**src/design/dmm_ram.sv**
```systemverilog
// ----------------------------------------------------------------------------
// dmm_ram: generic single-port RAM
// One write or one read per cycle, read data registered.
// ----------------------------------------------------------------------------
module dmm_ram #(
	parameter int WIDTH = 16,
	parameter int DEPTH = 64
) (
	input  logic                     clk,
	input  logic                     we,
	input  logic [$clog2(DEPTH)-1:0] addr,
	input  logic [WIDTH-1:0]         wdata,
	output logic [WIDTH-1:0]         rdata
);

	logic [WIDTH-1:0] mem_q [DEPTH];

	// Write or read the addressed word
	always_ff @(posedge clk) begin
		if (we) begin
			mem_q[addr] <= wdata;
		end
		rdata <= mem_q[addr];
	end

endmodule

```
**config.mk**
```make
export PLATFORM = sky130hd
export DESIGN_NAME = dmm_ram
export DESIGN_NICKNAME = d
export VERILOG_FILES = /design/src/design/dmm_ram.sv
export SDC_FILE = /design/constraint.sdc
export NUM_CORES = 1
export LEC_CHECK = 0
export BUFFER_PORTS_ARGS = -buffer_cell sky130_fd_sc_hd__buf_2
export CORE_ASPECT_RATIO = 1.2
export CORE_MARGIN = 2
export CORE_UTILIZATION = 57
export CTS_BUF_LIST = sky130_fd_sc_hd__clkbuf_16
export DETAILED_ROUTE_END_ITERATION = 8
export PLACE_DENSITY = 0.73
export SLEW_MARGIN = 30
export SYNTH_ARGS = -nofsm -noshare
export SYNTH_HDL_FRONTEND = slang
export SYNTH_SLANG_ARGS = --single-unit
```
**constraint.sdc**
```tcl
create_clock -name clk -period 5.45 [get_ports clk]
set_input_delay 0.545 -clock clk [delete_from_list [all_inputs] [get_ports clk]]
set_output_delay 0.545 -clock clk [all_outputs]
set_load 0.03 [all_outputs]
```
# Word-level counts from Yosys, hierarchy flattened
# Memories as Yosys holds them, arrays and structs flattened. A register that Yosys moved wholly into a read port is not among the register bits.
# Index checks and enable logic that the tools add are counted.
[classes] muxes=2
[ops] cell="1-bit 2-to-1 mux" n=2
[totals] in_bits=24 wordCells=3 register_bits=0 memories=1 ramBits=1024
[mem_list] memory="mem_q" depth=64 word_bits=16 read_ports=1 rd_clocked_by_memory_dff=1 write_ports=1 line="16" rtl="logic [WIDTH-1:0] mem_q [DEPTH];"

# Logic depth before layout (Yosys ltp)
[logic_depth] ltp_word=2 depth_mapped=11 mapped_depth_nobuf=6

# Least setup slack after synthesis
# No wires, ideal clock.
[synth_path] kind="in2reg" start="input addr[0]" end="memory mem_q[13][0] (enable)" path_stages=8 path_buffers=5 setup_time_ns=0.389 setup_slack_ns=2.540 arrival_time_ns=2.522 cell_sequence="buf_4 > nor2b_1 > buf_2 > buf_6 > buf_4 > clkbuf_1 > nand3_1 > nor2_1"
[synth_rtl] element="start, declared" line="11" rtl="input logic [$clog2(DEPTH)-1:0] addr,"
[synth_rtl] element="end, declared" line="16"
# No word-level cell before the write port.

==> flow_summary.ini <==
[status]
outcome = complete, no violations

[cells_and_area]
num-fill-cells = 4502
stdcell_count = 3351
fin_area_um2 = 44380
layout-drive-gt1-share_pct = 14.26
final_common_cell = edfxtp_1
final_cell_mix = 1024 x edfxtp_1, 196 x a22oi_1, 156 x nor2_1
fin_util_pct = 64.84
area_growth_pct = 12.40
nets = 2384

[logic_synthesis]
yosysWarnings = 0
synth_top_area_cell = edfxtp_1
synth.area.top_cells = edfxtp_1 78%, mux2i_1 3.9%, a22oi_1 3.7%, a221oi_1 2.4%, nor2_1 1.5%
syn_inst = 2264
synth_cell_types = 55
synth_edf_count = 1024
avgSynthCellArea_um2 = 17.44
ys_ff_latch = 1040
synth_area_um2 = 39480
synth_fp_nets = 2288
yosysTopAreaCellShare_pct = 77.89
synthFlopType = edfxtp_1
synthArstFlopShare_pct = 0
ys_seq_area_share_pct = 78.70

[setup_path]
cp.required_ns = 5.97
crit_family = compound AO/OA/AOI/OAI gates
worstSetupStartpointType = primary input
crit_fanout = 80
cpMaxStageDelayCell = a311oi_1
crit_type = in2reg
cp_num_buf_inv = 2
endpoint_kind = register
worstPathCellList = buf_8 > inv_2 > a21oi_1 > a211oi_1 > a311oi_1 > o221ai_1 > or4_1
reg2reg_setup_slack_ns = 2.82
reg2reg_depth = 5
rr_startpoint = mem_q[30][10]
arrival_ns = 4.01
rr_endpoint = rdata[10]
cp_slowest_stage_delay_ns = 0.68

[power_and_ir_drop]
p_leak_nw = 14.36
p_int_mw = 13.16
cellPowerDensity_nw_per_um2 = 378.3
switching_share_pct = 21.60
seq_power_share_pct = 53.0
power_frac_clock_pct = 41.5
power_frac_comb_pct = 5.5
switching_power_mw = 3.626
power.total_mw = 16.79
irDropWorstVdd_uv = 279.0

[job]
max-cap-violations = 0

[clocking]
cts_root_buf = clkbuf_16
ctsResizeCount = 0
cts_tree = built
h-tree-depth = 3
cts_setup_buffers = 0
clock-sinks = 1040
cts_made_buffers = 96
cts_hold_buffers = 0
clk_pin_slew_ns = 0.07
clkLatencyLatePin_ns = 0.67
cts.path.max_buffers = 3

[place]
hpwl_um = 62480
io_buffers = 39
gp_congestion = 0.9162
place_ws_ns = 1.447
placed_area_um2 = 41030
place_inst = 3169

[global_route]
grt.total_usage_pct = 29.88
antenna_found_initial = 6
grt_max_degree = 84
overflow = 0
grt_pass1_vias = 22471
grt_pass1_wl_um = 154400

[drt]
route.detailed.drc = 0
drt-pass1-iter-count = 6
ant_nets = 0
drtIter0Drc = 3311
dr_total_vias = 23104
drt_wl_total_um = 106700
detail_route.wl_per_cell_um = 31.85
viasPerCell = 6.895

[timing]
post-route-period-util_pct = 64.00
max_freq_mhz = 286.7
fin_crit_ns = 3.488
hold_viol_final = 0
clock_skew_ns = 0.03357
relSlewSlack_pct = 36.86
setup_viol = 0
timing.final.ws_setup_ns = 1.962
rsz0062_at_grt = false
whs_ns = 0.5802
tns_ns = 0
maxSlewViolCount = 0
tightest_slew_ns = 0.9408

[floorplan]
die_area_um2 = 71390
fp.dieH_um = 292.3
core_um2 = 68450
rows = 105
initial_core_util_pct = 57.68
ios = 40
die_w_um = 244.3

[worst_hold_path]
hp-start = wdata[0]
hold_path_class = in2reg
whs_path_depth = 2
min_to = mem_q[43][0]
==> final cells by class <==
cell class	count	area (um2)	share of cell area (%)
Timing Repair Buffer	160	1199	2.701
Tap cell	909	1137	2.563
Multi-Input combinational cell	1060	7674	17.29
Inverter	2	7.507	0.01692
Sequential cell	1040	31070	70.01
Clock buffer	101	2527	5.695
Clock inverter	78	760.7	1.714
Antenna cell	1	2.502	0.005639
==> sequential cells by signal (all words and copies together) (netlist names) <==
register and cells:
mem_q 1024, rdata 16
==> synth_stat cells, types with 2 or more instances <==
cell	instances
a2111oi_0	8
a211oi_1	20
a21oi_1	74
a221o_1	2
a221oi_1	106
a222oi_1	9
a22o_1	21
a22oi_1	196
a311oi_1	6
a31oi_1	23
a32o_1	2
and2_1	4
buf_1	13
buf_2	62
buf_4	16
buf_6	9
clkbuf_1	62
dfxtp_1	16
edfxtp_1	1024
mux2_2	17
mux2i_1	154
mux4_2	6
nand2_1	40
nand2b_1	5
nand3_1	10
nand3b_1	3
nand4_1	7
nor2_1	159
nor2b_1	9
nor3_1	10
nor3b_1	3
o211a_1	7
o211ai_1	4
o21ai_0	29
o21ai_1	4
o221ai_1	14
o22a_1	27
o22ai_1	58
or4_1	9
==> cell families (layout without fill, tap and decap cells) <==
family                 after synthesis  in the layout  share of synthesized area, %
DFF                               1040           1040                         78.70
AOI/OAI and AO/OA                  617            617                         11.53
and+or+nand+nor                    265            265                         2.931
muxes                              178            178                         4.760
buffers and inverters              164            341                         2.079
other                                0              1                             0
==> power by group through the flow <==
stage	Combinational (mW)	Clock, mW	Sequential [mW]
after floorplan	0.440	0	9.08
after global placement	0.877	0	9.06
after detailed placement	0.896	0	9.07
after CTS	0.900	7.00	8.89
after global routing	0.959	7.31	8.90
final	0.923	6.97	8.90
==> routing by layer <==
metal | GRT usage, % | up-vias | share of wire, %
met5 | 0 | - | 0.034
met4 | 11.99 | 6 | 4.1
met3 | 6.487 | 257 | 11
met2 | 47.92 | 1551 | 48
met1 | 40.25 | 11769 | 36
li1 | - | 9521 | -
==> worst max-delay path by stage <==
| stage | cells past startpoint | end | startpoint |
|---|---|---|---|
| 6_report | 7 | rdata[10] | addr[2] |
| 4_1_cts | 8 | rdata[12] | addr[0] |
| 5_1_grt | 6 | mem_q[63][8] | addr[0] |
| 3_5_place_dp | 8 | rdata[12] | addr[0] |
| 2_1_floorplan | 8 | mem_q[13][0] | addr[0] |
| 3_3_place_gp | 8 | rdata[9] | addr[1] |
==> worst register-to-register path: cells and delay by family, from the launching register on <==
kind / cells / cell delay, ns
AO/OA/AOI/OAI: 3 / 1.40
flip-flops: 1 / 0.36
multiplexers: 1 / 0.15
AND/OR/NAND/NOR: 1 / 0.59
Note: power is estimated with default switching activity, not from simulation.
