`config.mk`:
```
export PLATFORM = sky130hd
export DESIGN_NAME = dmm_cell
export DESIGN_NICKNAME = d
export VERILOG_FILES = /design/src/design/dmm_pkg.sv /design/src/design/dmm_cell.sv
export SDC_FILE = /design/constraint.sdc
export NUM_CORES = 1
export LEC_CHECK = 0
export ABC_AREA = 1
export BUFFER_PORTS_ARGS = -buffer_cell sky130_fd_sc_hd__buf_2
export CAP_MARGIN = 40
export CORE_MARGIN = 2
export CORE_UTILIZATION = 57
export CTS_CLUSTER_SIZE = 40
export DETAILED_ROUTE_END_ITERATION = 7
export HOLD_SLACK_MARGIN = 0.12
export MAX_ROUTING_LAYER = met4
export PLACE_DENSITY_LB_ADDON = 0.3
export SETUP_SLACK_MARGIN = 0.4
export SYNTH_ARGS = -nofsm -noshare
export SYNTH_HDL_FRONTEND = slang
export SYNTH_SLANG_ARGS = --single-unit
```
`constraint.sdc`:
```
create_clock -name clk -period 5.62 [get_ports clk]
set_input_delay 0.281 -clock clk [delete_from_list [all_inputs] [get_ports clk]]
set_output_delay 0.281 -clock clk [all_outputs]
set_load 0.005 [all_outputs]
```
`src/design/dmm_pkg.sv`:
```
// ----------------------------------------------------------------------------
// dmm_pkg: shared types and constants for the dense matrix multiplier
// Sizes, register and state codes, payload structs and the cell control group.
// ----------------------------------------------------------------------------
package dmm_pkg;

	localparam int MAX_DIM      = 8;
	localparam int ELEMENT_BITS = 16;
	localparam int DIM_W        = $clog2(MAX_DIM);
	localparam int EFF_W        = DIM_W + 1;
	localparam int ADDR_W       = $clog2(MAX_DIM * MAX_DIM);
	localparam int CNT_W        = $clog2(MAX_DIM * MAX_DIM + 1);
	localparam int PROD_W       = 2 * ELEMENT_BITS;
	localparam int SUM_W        = 35;
	localparam int CFG_W        = 4;
	localparam int PADDR_W      = 4;
	localparam int PDATA_W      = 32;

	// Register indexes
	typedef enum logic [1:0] {
		REG_ROWS  = 2'd0,
		REG_INNER = 2'd1,
		REG_COLS  = 2'd2
	} reg_idx_t;

	// Input function codes
	localparam logic FUNC_A = 1'b0;
	localparam logic FUNC_B = 1'b1;

	typedef enum logic [1:0] {
		ST_LOAD,
		ST_MAC,
		ST_WAIT,
		ST_DRAIN
	} state_t;

	typedef struct packed {
		logic                           func;
		logic signed [ELEMENT_BITS-1:0] element_value;
	} in_t;

	typedef struct packed {
		logic signed [SUM_W-1:0] product_value;
		logic [DIM_W-1:0]        result_row;
		logic [DIM_W-1:0]        result_col;
		logic                    last_result;
	} out_t;

	// Broadcast control from the sequencer to every cell
	typedef struct packed {
		logic signed [ELEMENT_BITS-1:0] a_val;
		logic [DIM_W-1:0]               j_s1;
		logic                           v_s1;
		logic                           v_s2;
		logic                           clr;
		logic                           capture;
		logic                           shift;
	} cell_ctl_t;

	// Clamp a configured dimension to 1..MAX_DIM
	function automatic logic [EFF_W-1:0] eff_dim(input logic [CFG_W-1:0] v);
		logic [EFF_W-1:0] r;
		if (v == '0) begin
			r = EFF_W'(1);
		end else if (v > CFG_W'(MAX_DIM)) begin
			r = EFF_W'(MAX_DIM);
		end else begin
			r = EFF_W'(v);
		end
		return r;
	endfunction

endpackage

```
`src/design/dmm_cell.sv`:
```
// ----------------------------------------------------------------------------
// dmm_cell: one column cell of the multiply-accumulate chain
// Holds one column of B, accumulates one element of C and shifts results on.
// ----------------------------------------------------------------------------
module dmm_cell (
	input  logic                                   clk,
	input  dmm_pkg::cell_ctl_t                     ctl,
	input  logic                                   b_we,
	input  logic [dmm_pkg::DIM_W-1:0]              b_row,
	input  logic signed [dmm_pkg::ELEMENT_BITS-1:0] b_val,
	input  logic signed [dmm_pkg::SUM_W-1:0]       shift_in,
	output logic signed [dmm_pkg::SUM_W-1:0]       shift_out
);
	import dmm_pkg::*;

	logic signed [ELEMENT_BITS-1:0] b_q [MAX_DIM];
	logic signed [PROD_W-1:0]       p_s2;
	logic signed [SUM_W-1:0]        acc_q;
	logic signed [SUM_W-1:0]        shift_q;

	// Store the column of B
	always_ff @(posedge clk) begin
		if (b_we) begin
			b_q[b_row] <= b_val;
		end
	end

	// Multiply the broadcast A element by this column's B element
	always_ff @(posedge clk) begin
		if (ctl.v_s1) begin
			p_s2 <= PROD_W'(ctl.a_val) * PROD_W'(b_q[ctl.j_s1]);
		end
	end

	// Accumulate, wrapping to the sum width
	always_ff @(posedge clk) begin
		if (ctl.clr) begin
			acc_q <= '0;
		end else if (ctl.v_s2) begin
			acc_q <= acc_q + SUM_W'(p_s2);
		end
	end

	// Capture the finished sum, then hand it down the chain
	always_ff @(posedge clk) begin
		if (ctl.capture) begin
			shift_q <= acc_q;
		end else if (ctl.shift) begin
			shift_q <= shift_in;
		end
	end

	assign shift_out = shift_q;

endmodule

```
# Word level (Yosys, flattened, before mapping)

Memory sizes are Yosys's and may differ from the RTL's.
Cells that the tools add are included.

Flip-flop bits (word level): 102
Bits in writable memories: 128
Bits of input ports: 80
Memories: 1

Memories:

| name | depth | bits a word | read ports | clocked after Yosys merged registers in | write ports | line           | text |
|---|---|---|---|---|---|---|---|
| b_q  | 8     | 16          | 1          | 0                                       | 1           | dmm_cell.sv:16 | `logic signed [ELEMENT_BITS-1:0] b_q [MAX_DIM];` |

Add/subtract/negate cells: 1
$mul: 1
Mux-type cells: 4
Reduce and logical (&&, ||, !) cells: 1

Operators by type and width:

| cell                                           | count |
|---|---|
| 35-bit 2-to-1 mux                              | 2 |
| 35-bit by 32-bit adder with 35-bit output      | 1 |
| 16-bit by 16-bit multiplier with 32-bit output | 1 |
| 1-bit 2-to-1 mux                               | 2 |
| 2-bit nonzero test                             | 1 |

# Logic depth before layout (Yosys ltp)

Gate-level depths: netlist of the first run.

Depth in word-level cells: 2
Mapped depth: 31

# Worst setup path after synthesis of the first run

OpenSTA, ideal clock, no wires.

Kind: input-to-reg
From: in ctl[5] (netlist name)
To: reg p_s2[31] (data pin)
Library setup time: 0.259 ns
Arrival time: 5.787 ns
Required time: 5.361 ns
Path slack: -0.426 ns
Stages: 24
Buffers on the path: 2
Cell sequence: buf_4 -> inv_4 -> buf_4 -> o21ai_0 -> o221ai_1 -> nand2_2 -> inv_2 -> nand2_1 -> fa_1 -> inv_1 -> fa_1 -> inv_1 -> fa_1 -> fa_1 -> fa_1 -> fa_1 -> inv_1 -> ha_1 -> a21oi_1 -> o21ai_0 -> a21oi_1 -> o21ai_0 -> a21oi_1 -> xnor2_1

Cells in the longest elaborated chain, start to end: 2

Ends and longest elaborated chain:

| item                                           | line           | text |
|---|---|---|
| start, declared                                | dmm_cell.sv:7  | `input dmm_pkg::cell_ctl_t ctl,` |
| memory read 8 x 16 bit                         | n/a            |  |
| 16-bit by 16-bit multiplier with 32-bit output | dmm_cell.sv:31 | `p_s2 <= PROD_W'(ctl.a_val) * PROD_W'(b_q[ctl.j_s1]);` |
| end signal, assigned                           | dmm_cell.sv:31 |  |
| end, declared                                  | dmm_cell.sv:17 | `logic signed [PROD_W-1:0] p_s2;` |

Every way passes these cells.
A chain may end at the register's enable or synchronous reset.

# Worst setup path in the final report of the first run

From: mem b_q[5][6]
To: reg p_s2[25] (data pin)

Cells in the longest elaborated chain, start to end: 2

Ends and longest elaborated chain:

| item                                           | line |
|---|---|
| start, declared                                | dmm_cell.sv:16 |
| memory read 8 x 16 bit                         | n/a |
| 16-bit by 16-bit multiplier with 32-bit output | dmm_cell.sv:31 |

Every way passes these cells.

==> flow_summary.json, run 1 <==
{
  "worstSetupPathType": "reg2reg",
  "status": "finished, violations left",
  "cp.required_ns": 5.92,
  "max-slew-margin-rel_pct": 45.08,
  "io_pins": 115,
  "synth_cell_types": 48,
  "antenna-diode-count": 0,
  "syn_inst": 2349,
  "synth_area_mm2": 0.02110,
  "cts_root_buf": "clkbuf_16",
  "cts_inserted_buffers": 27,
  "start_kind": "register",
  "clock_skew_ns": 0.01646,
  "crit_path_end_kind": "register",
  "r2r-start": "b_q[5][6]",
  "core_mm2": 0.03652,
  "grt_use_total_pct": 31.49,
  "max-cap-violations": 0,
  "hold_path.class": "in2reg",
  "start_util_pct": 57.77,
  "fin_nets": 3190,
  "drt_wl_total_um": 58650,
  "hold_path_startpoint": "ctl[3]",
  "area_growth_pct": 25.12,
  "place_congestion": 1.055,
  "max_clock_freq_mhz": 163.2,
  "ys_top_cells_by_area": "edfxtp_1, fa_1, inv_1",
  "grt_pass1_wl_um": 91760,
  "drc": 0,
  "clock_sinks": 230,
  "htree_levels": 1,
  "drive_gt1_share_pct": 24.38,
  "worstSkewPairLatency_ns": 0.55,
  "rsz0062_at_grt": "true",
  "die_h_um": 196.4,
  "num_vias": 17436,
  "die_w_um": 196.4,
  "ff2ff_setup_slack_ns": -0.51,
  "holdWs_ns": 0.2592,
  "cts_buffer_depth": 3,
  "portBuffers": 114,
  "synth.avg_cell_area_um2": 8.982,
  "fin_crit_ns": 6.126,
  "setup_viol": 19,
  "drtIter0Drc": 1290,
  "ant_nets": 0,
  "synth_area_leader_cell": "edfxtp_1",
  "num_rows": 70,
  "routedWlPerCell_um": 18.22,
  "dr.pass1.iters": 6,
  "grt_pass1_vias": 18111,
  "antenna_found_initial": 0,
  "synth_nets": 2808,
  "dieArea_mm2": 0.03857,
  "grt_max_degree": 47,
  "fin_ws_ns": -0.5062,
  "dp_hpwl_um": 45080,
  "maxSlewViolCount": 0,
  "cp_max_fo": 5,
  "clkTransAtPathRegs_ns": 0.06,
  "hold_violations": 0,
  "overflow": 0,
  "yosysWarnings": 0,
  "yosys.area.top_type_share_pct": 27.75,
  "yosys_register_bits": 230,
  "cts_tree": "done",
  "crit_start": "b_q[5][6]",
  "violations": "setup timing",
  "ys_seq_area_share_pct": 31.08,
  "arrival_ns": 6.43,
  "tightest_slew_ns": 0.8238,
  "finalCritPeriodShare_pct": 109.0,
  "vias_per_cell": 5.415
}
==> worst max-delay path: stages, from the launching register on <==
cell	delay [ns]
edfxtp_1	0.36
o21ai_1	0.18
o221ai_1	0.14
nand2_1	0.15
buf_6	0.15
buf_6	0.11
nor2_4	0.03
fa_1	0.58
inv_2	0.04
fa_1	0.51
inv_2	0.04
fa_1	0.49
fa_1	0.53
fa_2	0.55
inv_2	0.04
fa_1	0.48
inv_2	0.05
ha_4	0.29
nand2_4	0.06
inv_4	0.07
nand2_4	0.07
nor3_4	0.28
nand4_1	0.27
nand3_4	0.20
nand3_2	0.09
nand2_2	0.07
xor2_1	0.06
==> repair_timing <==
action | in CTS | in global routing
hold endpoints to repair | 163 | 0
buffers inserted | 21 | 17
hold buffers | 55 | 0
cloned | 0 | 1
gates resized for setup | 116 | 133
pin swaps | 78 | 101
endpoints found under the setup margin | 22 | 24
==> per-layer routing <==
metal | track usage [%] | wire length (um) | vias to the layer above
met5 | - | 0 | -
met4 | 13.38 | 3026 | 0
met3 | 3.713 | 3634 | 187
met2 | 54.54 | 29180 | 750
met1 | 37.46 | 22810 | 8388
li1 | - | - | 8111
==> registers in the layout (all words and copies together) (netlist names) <==
signal,cells
shift_out,35
acc_q,35
p_s2,32
b_q,128
==> through the flow <==
stage | instance area, um2 | setup slack, ns | util (%) | std cells | setup TNS [ns]
6_report | 26400 | -0.5062 | 72.27 | 3220 | -4.975
5_1_grt | 26400 | -0.6445 | 72.27 | 3220 | -8.538
4_1_cts | 25850 | -0.2530 | 70.77 | 3202 | -2.957
3_5_place_dp | 23910 | -0.9075 | 65.45 | 3076 | -13.99
3_3_place_gp | 23910 | -0.8480 | 65.45 | 3076 | -11.82
2_1_floorplan | 21430 | -0.1100 | - | 2349 | -0.5766
==> final timing paths <==
path | end | cells past startpoint
worst max-delay path | p_s2[25] | 26
worst min-delay path | acc_q[1] | 2
worst max register to register | p_s2[25] | 26
worst min register to register | acc_q[34] | 2
==> synth_stat cells (all sizes together) <==
library cell / instances
o21a: 1
buf: 36
o21bai: 10
a21boi: 2
nand4: 13
o211ai: 2
o22ai: 2
clkinv: 4
a211oi: 1
nand3b: 4
edfxtp: 195
nor2: 301
a31oi: 3
xor2: 34
o221ai: 31
or2: 4
nor4: 1
nand3: 54
xnor2: 18
nor3: 8
nand2: 413
fa: 263
clkbuf: 31
ha: 116
a21o: 9
a21oi: 101
inv: 504
dfxtp: 35
a31o: 1
o21ai: 152
==> cells by family after synthesis <==
group | count (synthesis) | synth area share [%]
flops | 230 | 31.08
xor+xnor | 52 | 2.159
buf+inv | 575 | 10.65
fa+ha+maj | 379 | 31.83
simple gates | 798 | 15.75
compound gates | 315 | 8.534
==> area by class of cell <==
type	count	area [um2]
repair buffers	419	3197
flip-flops and latches	230	6556
clock inverters	17	155.1
multi-input cells	1544	13230
clock buffers	33	708.2
repair inverters	1	5.005
inverters	508	1958
fillers	2673	10130
well taps	468	585.6
==> cells in the final DEF, fill, tap and decap left out, types with 8 or more instances in the layout <==
cell,instances
a21o_1,9
a21oi_1,75
a21oi_2,20
buf_12,9
buf_2,114
buf_4,218
buf_6,23
clkbuf_16,27
clkinv_1,9
dfxtp_1,35
dlygate4sd3_1,55
edfxtp_1,195
fa_1,246
fa_2,17
ha_1,91
ha_4,23
inv_1,448
inv_2,45
nand2_1,346
nand2_2,54
nand2_4,13
nand3_1,45
nand4_1,13
nor2_1,270
nor2_2,16
nor2_4,15
o21ai_0,92
o21ai_1,50
o21ai_2,8
o21bai_1,9
o221ai_1,25
xnor2_1,17
xor2_1,33
Power of run 1 is not shown: default switching activity piles up to over one toggle a cycle in this logic, so the estimate is an artifact.
==> run 2, diff against run 1 <==
Settings changed: CELL_PAD_IN_SITES_DETAIL_PLACEMENT from default to 1, CELL_PAD_IN_SITES_GLOBAL_PLACEMENT from default to 1, CORE_UTILIZATION 57 to 44.
==> run 2 against run 1 <==
The flow still finishes with violations (setup timing). Worst hold slack improved by 0.013 ns. Routed wire length rose by 19%. Setup slack got worse by 0.024 ns. Clock-buffer cell count rose by 1. Critical path type unchanged. Design area rose by 3.6%. Critical path depth fell by 4. Register-to-register slack got worse by 0.02 ns. Clock skew rose by 0.0056 ns. Critical endpoint unchanged. Core utilization fell by 15 points. Maximum frequency fell by 0.39%. Sequential cell count did not move.
==> flow_summary.json, run 2 (same netlist as run 1, synthesis figures left out) <==
{
  "dr.pass1.iters": 5,
  "dp_hpwl_um": 53730,
  "drive_gt1_share_pct": 27.66,
  "grt_use_total_pct": 27.99,
  "grt_max_degree": 54,
  "grt_pass1_vias": 19881,
  "tightest_slew_ns": 0.8394,
  "fin_ws_ns": -0.5305,
  "finalCritPeriodShare_pct": 109.4,
  "layout.cells.non_filler": 3402,
  "io_pins": 115,
  "final_cell_mix": "inv_1, nand2_1, nor2_1",
  "place_inst": 3249,
  "vias_per_cell": 5.211,
  "die_h_um": 223.0,
  "fin_nets": 3226,
  "cts_tree": "done",
  "clkTransAtPathRegs_ns": 0.06,
  "max-slew-margin-rel_pct": 44.04,
  "drc": 0,
  "worstSetupPathType": "reg2reg",
  "antenna_found_initial": 0,
  "nFillCells": 5408,
  "dieArea_mm2": 0.04972,
  "portBuffers": 114,
  "worstSkewPairLatency_ns": 0.57,
  "start_kind": "register",
  "area_growth_pct": 29.62,
  "num_rows": 80,
  "ant_nets": 0,
  "status": "finished, violations left",
  "cts_buffer_depth": 3,
  "largest-register": "b_q",
  "htree_levels": 1,
  "dp_slack_ns": -1.023,
  "die_w_um": 223.0,
  "cp.required_ns": 6.01,
  "maxSlewViolCount": 0,
  "clock_sinks": 230,
  "largest_register_ffs": 128,
  "max_clock_freq_mhz": 162.6,
  "setup_viol": 20,
  "start_util_pct": 44.37,
  "seq_area_mm2": 0.006556,
  "crit_path_end_kind": "register",
  "arrival_ns": 6.54,
  "max-cap-violations": 0,
  "antenna-diode-count": 0,
  "drt_wl_total_um": 70010,
  "routedWlPerCell_um": 20.58,
  "drtIter0Drc": 866,
  "multi_input_area_mm2": 0.01352,
  "overflow": 0,
  "cts_root_buf": "clkbuf_16",
  "mostFrequentLayoutCell": "inv_1",
  "clock_skew_ns": 0.02208,
  "fin_util_pct": 57.52,
  "grt_pass1_wl_um": 105100,
  "num_vias": 17727,
  "core_mm2": 0.04755,
  "hold_path.class": "in2reg",
  "cts_inserted_buffers": 27,
  "rsz0062_at_grt": "true",
  "hold_violations": 0,
  "violations": "setup timing",
  "fin_crit_ns": 6.150,
  "cp_max_fo": 9,
  "place_congestion": 0.9815
}
==> run 2: cell count changes in the layout (fill, tap and decap cells not counted), sizes merged <==
cell	delta
clkinv	-4
buf	+33
clkinvlp	-2
bufinv	+1
inv	+4
clkbuf	+3
==> run 2: repair_timing <==
| item | in CTS | in global routing |
|---|---|---|
| hold buffers | 55 | 0 |
| pin swaps | 34 | 111 |
| endpoints found under the hold margin | 163 | 0 |
| buffers inserted | 12 | 33 |
| endpoints found under the setup margin | 22 | 24 |
| cloned | 0 | 4 |
| gates resized for setup | 104 | 267 |
==> run 2: final cells by class <==
| type | instances | share of cell area (%) |
|---|---|---|
| Multi-Input combinational cell | 1544 | 49.43 |
| Sequential cell | 230 | 23.97 |
| Timing Repair Buffer | 454 | 13.27 |
| Inverter | 508 | 7.215 |
| Tap cell | 615 | 2.814 |
| Clock buffer | 34 | 2.676 |
| Clock inverter | 15 | 0.5673 |
| Timing Repair inverter | 2 | 0.05490 |
==> run 2: per-stage QoR <==
step,TNS [ns],hold slack [ns],cell area (um2)
finish,-6.385,0.2722,27350
global route,-10.07,0.2668,27350
CTS,-4.131,0.2544,26160
detailed placement,-17.23,0.5244,24320
global placement,-13.47,0.4919,24290
floorplan,-0.5766,0.3799,21430
==> run 2: worst paths after layout <==
path	endpoint	depth (start not counted)	from	slack (ns)
min	acc_q[1]	2	ctl[3]	0.27
max reg2reg	p_s2[25]	22	b_q[5][4]	-0.53
max	p_s2[25]	22	b_q[5][4]	-0.53
min reg2reg	acc_q[34]	2	acc_q[34]	0.54
==> run 2: critical path, stage by stage, from the launching register on <==
cell and delay, ns:
edfxtp_1 0.36, o21ai_1 0.10, o221ai_1 0.21, nand2_1 0.14, buf_12 0.17, nor2_4 0.13, inv_2 0.05, fa_1 0.58
inv_2 0.05, fa_2 0.55, buf_6 0.16, fa_2 0.57, fa_1 0.44, fa_1 0.53, fa_1 0.46, ha_4 0.33
nand2_4 0.10, nor3_4 0.25, nand4_1 0.24, nand3_2 0.20, nand3_1 0.09, nand2_1 0.08, xor2_1 0.17
==> run 2: layer usage <==
metal	part of all wire [%]	up-vias	track usage, %	wire length (um)
met2	52	490	51.19	36500
met5	0	-	-	0
met3	4.1	216	2.963	2897
met4	5.7	0	12.43	4018
met1	38	8861	30.73	26590
li1	-	8160	-	-
Power of run 2 is left out for the same reason.
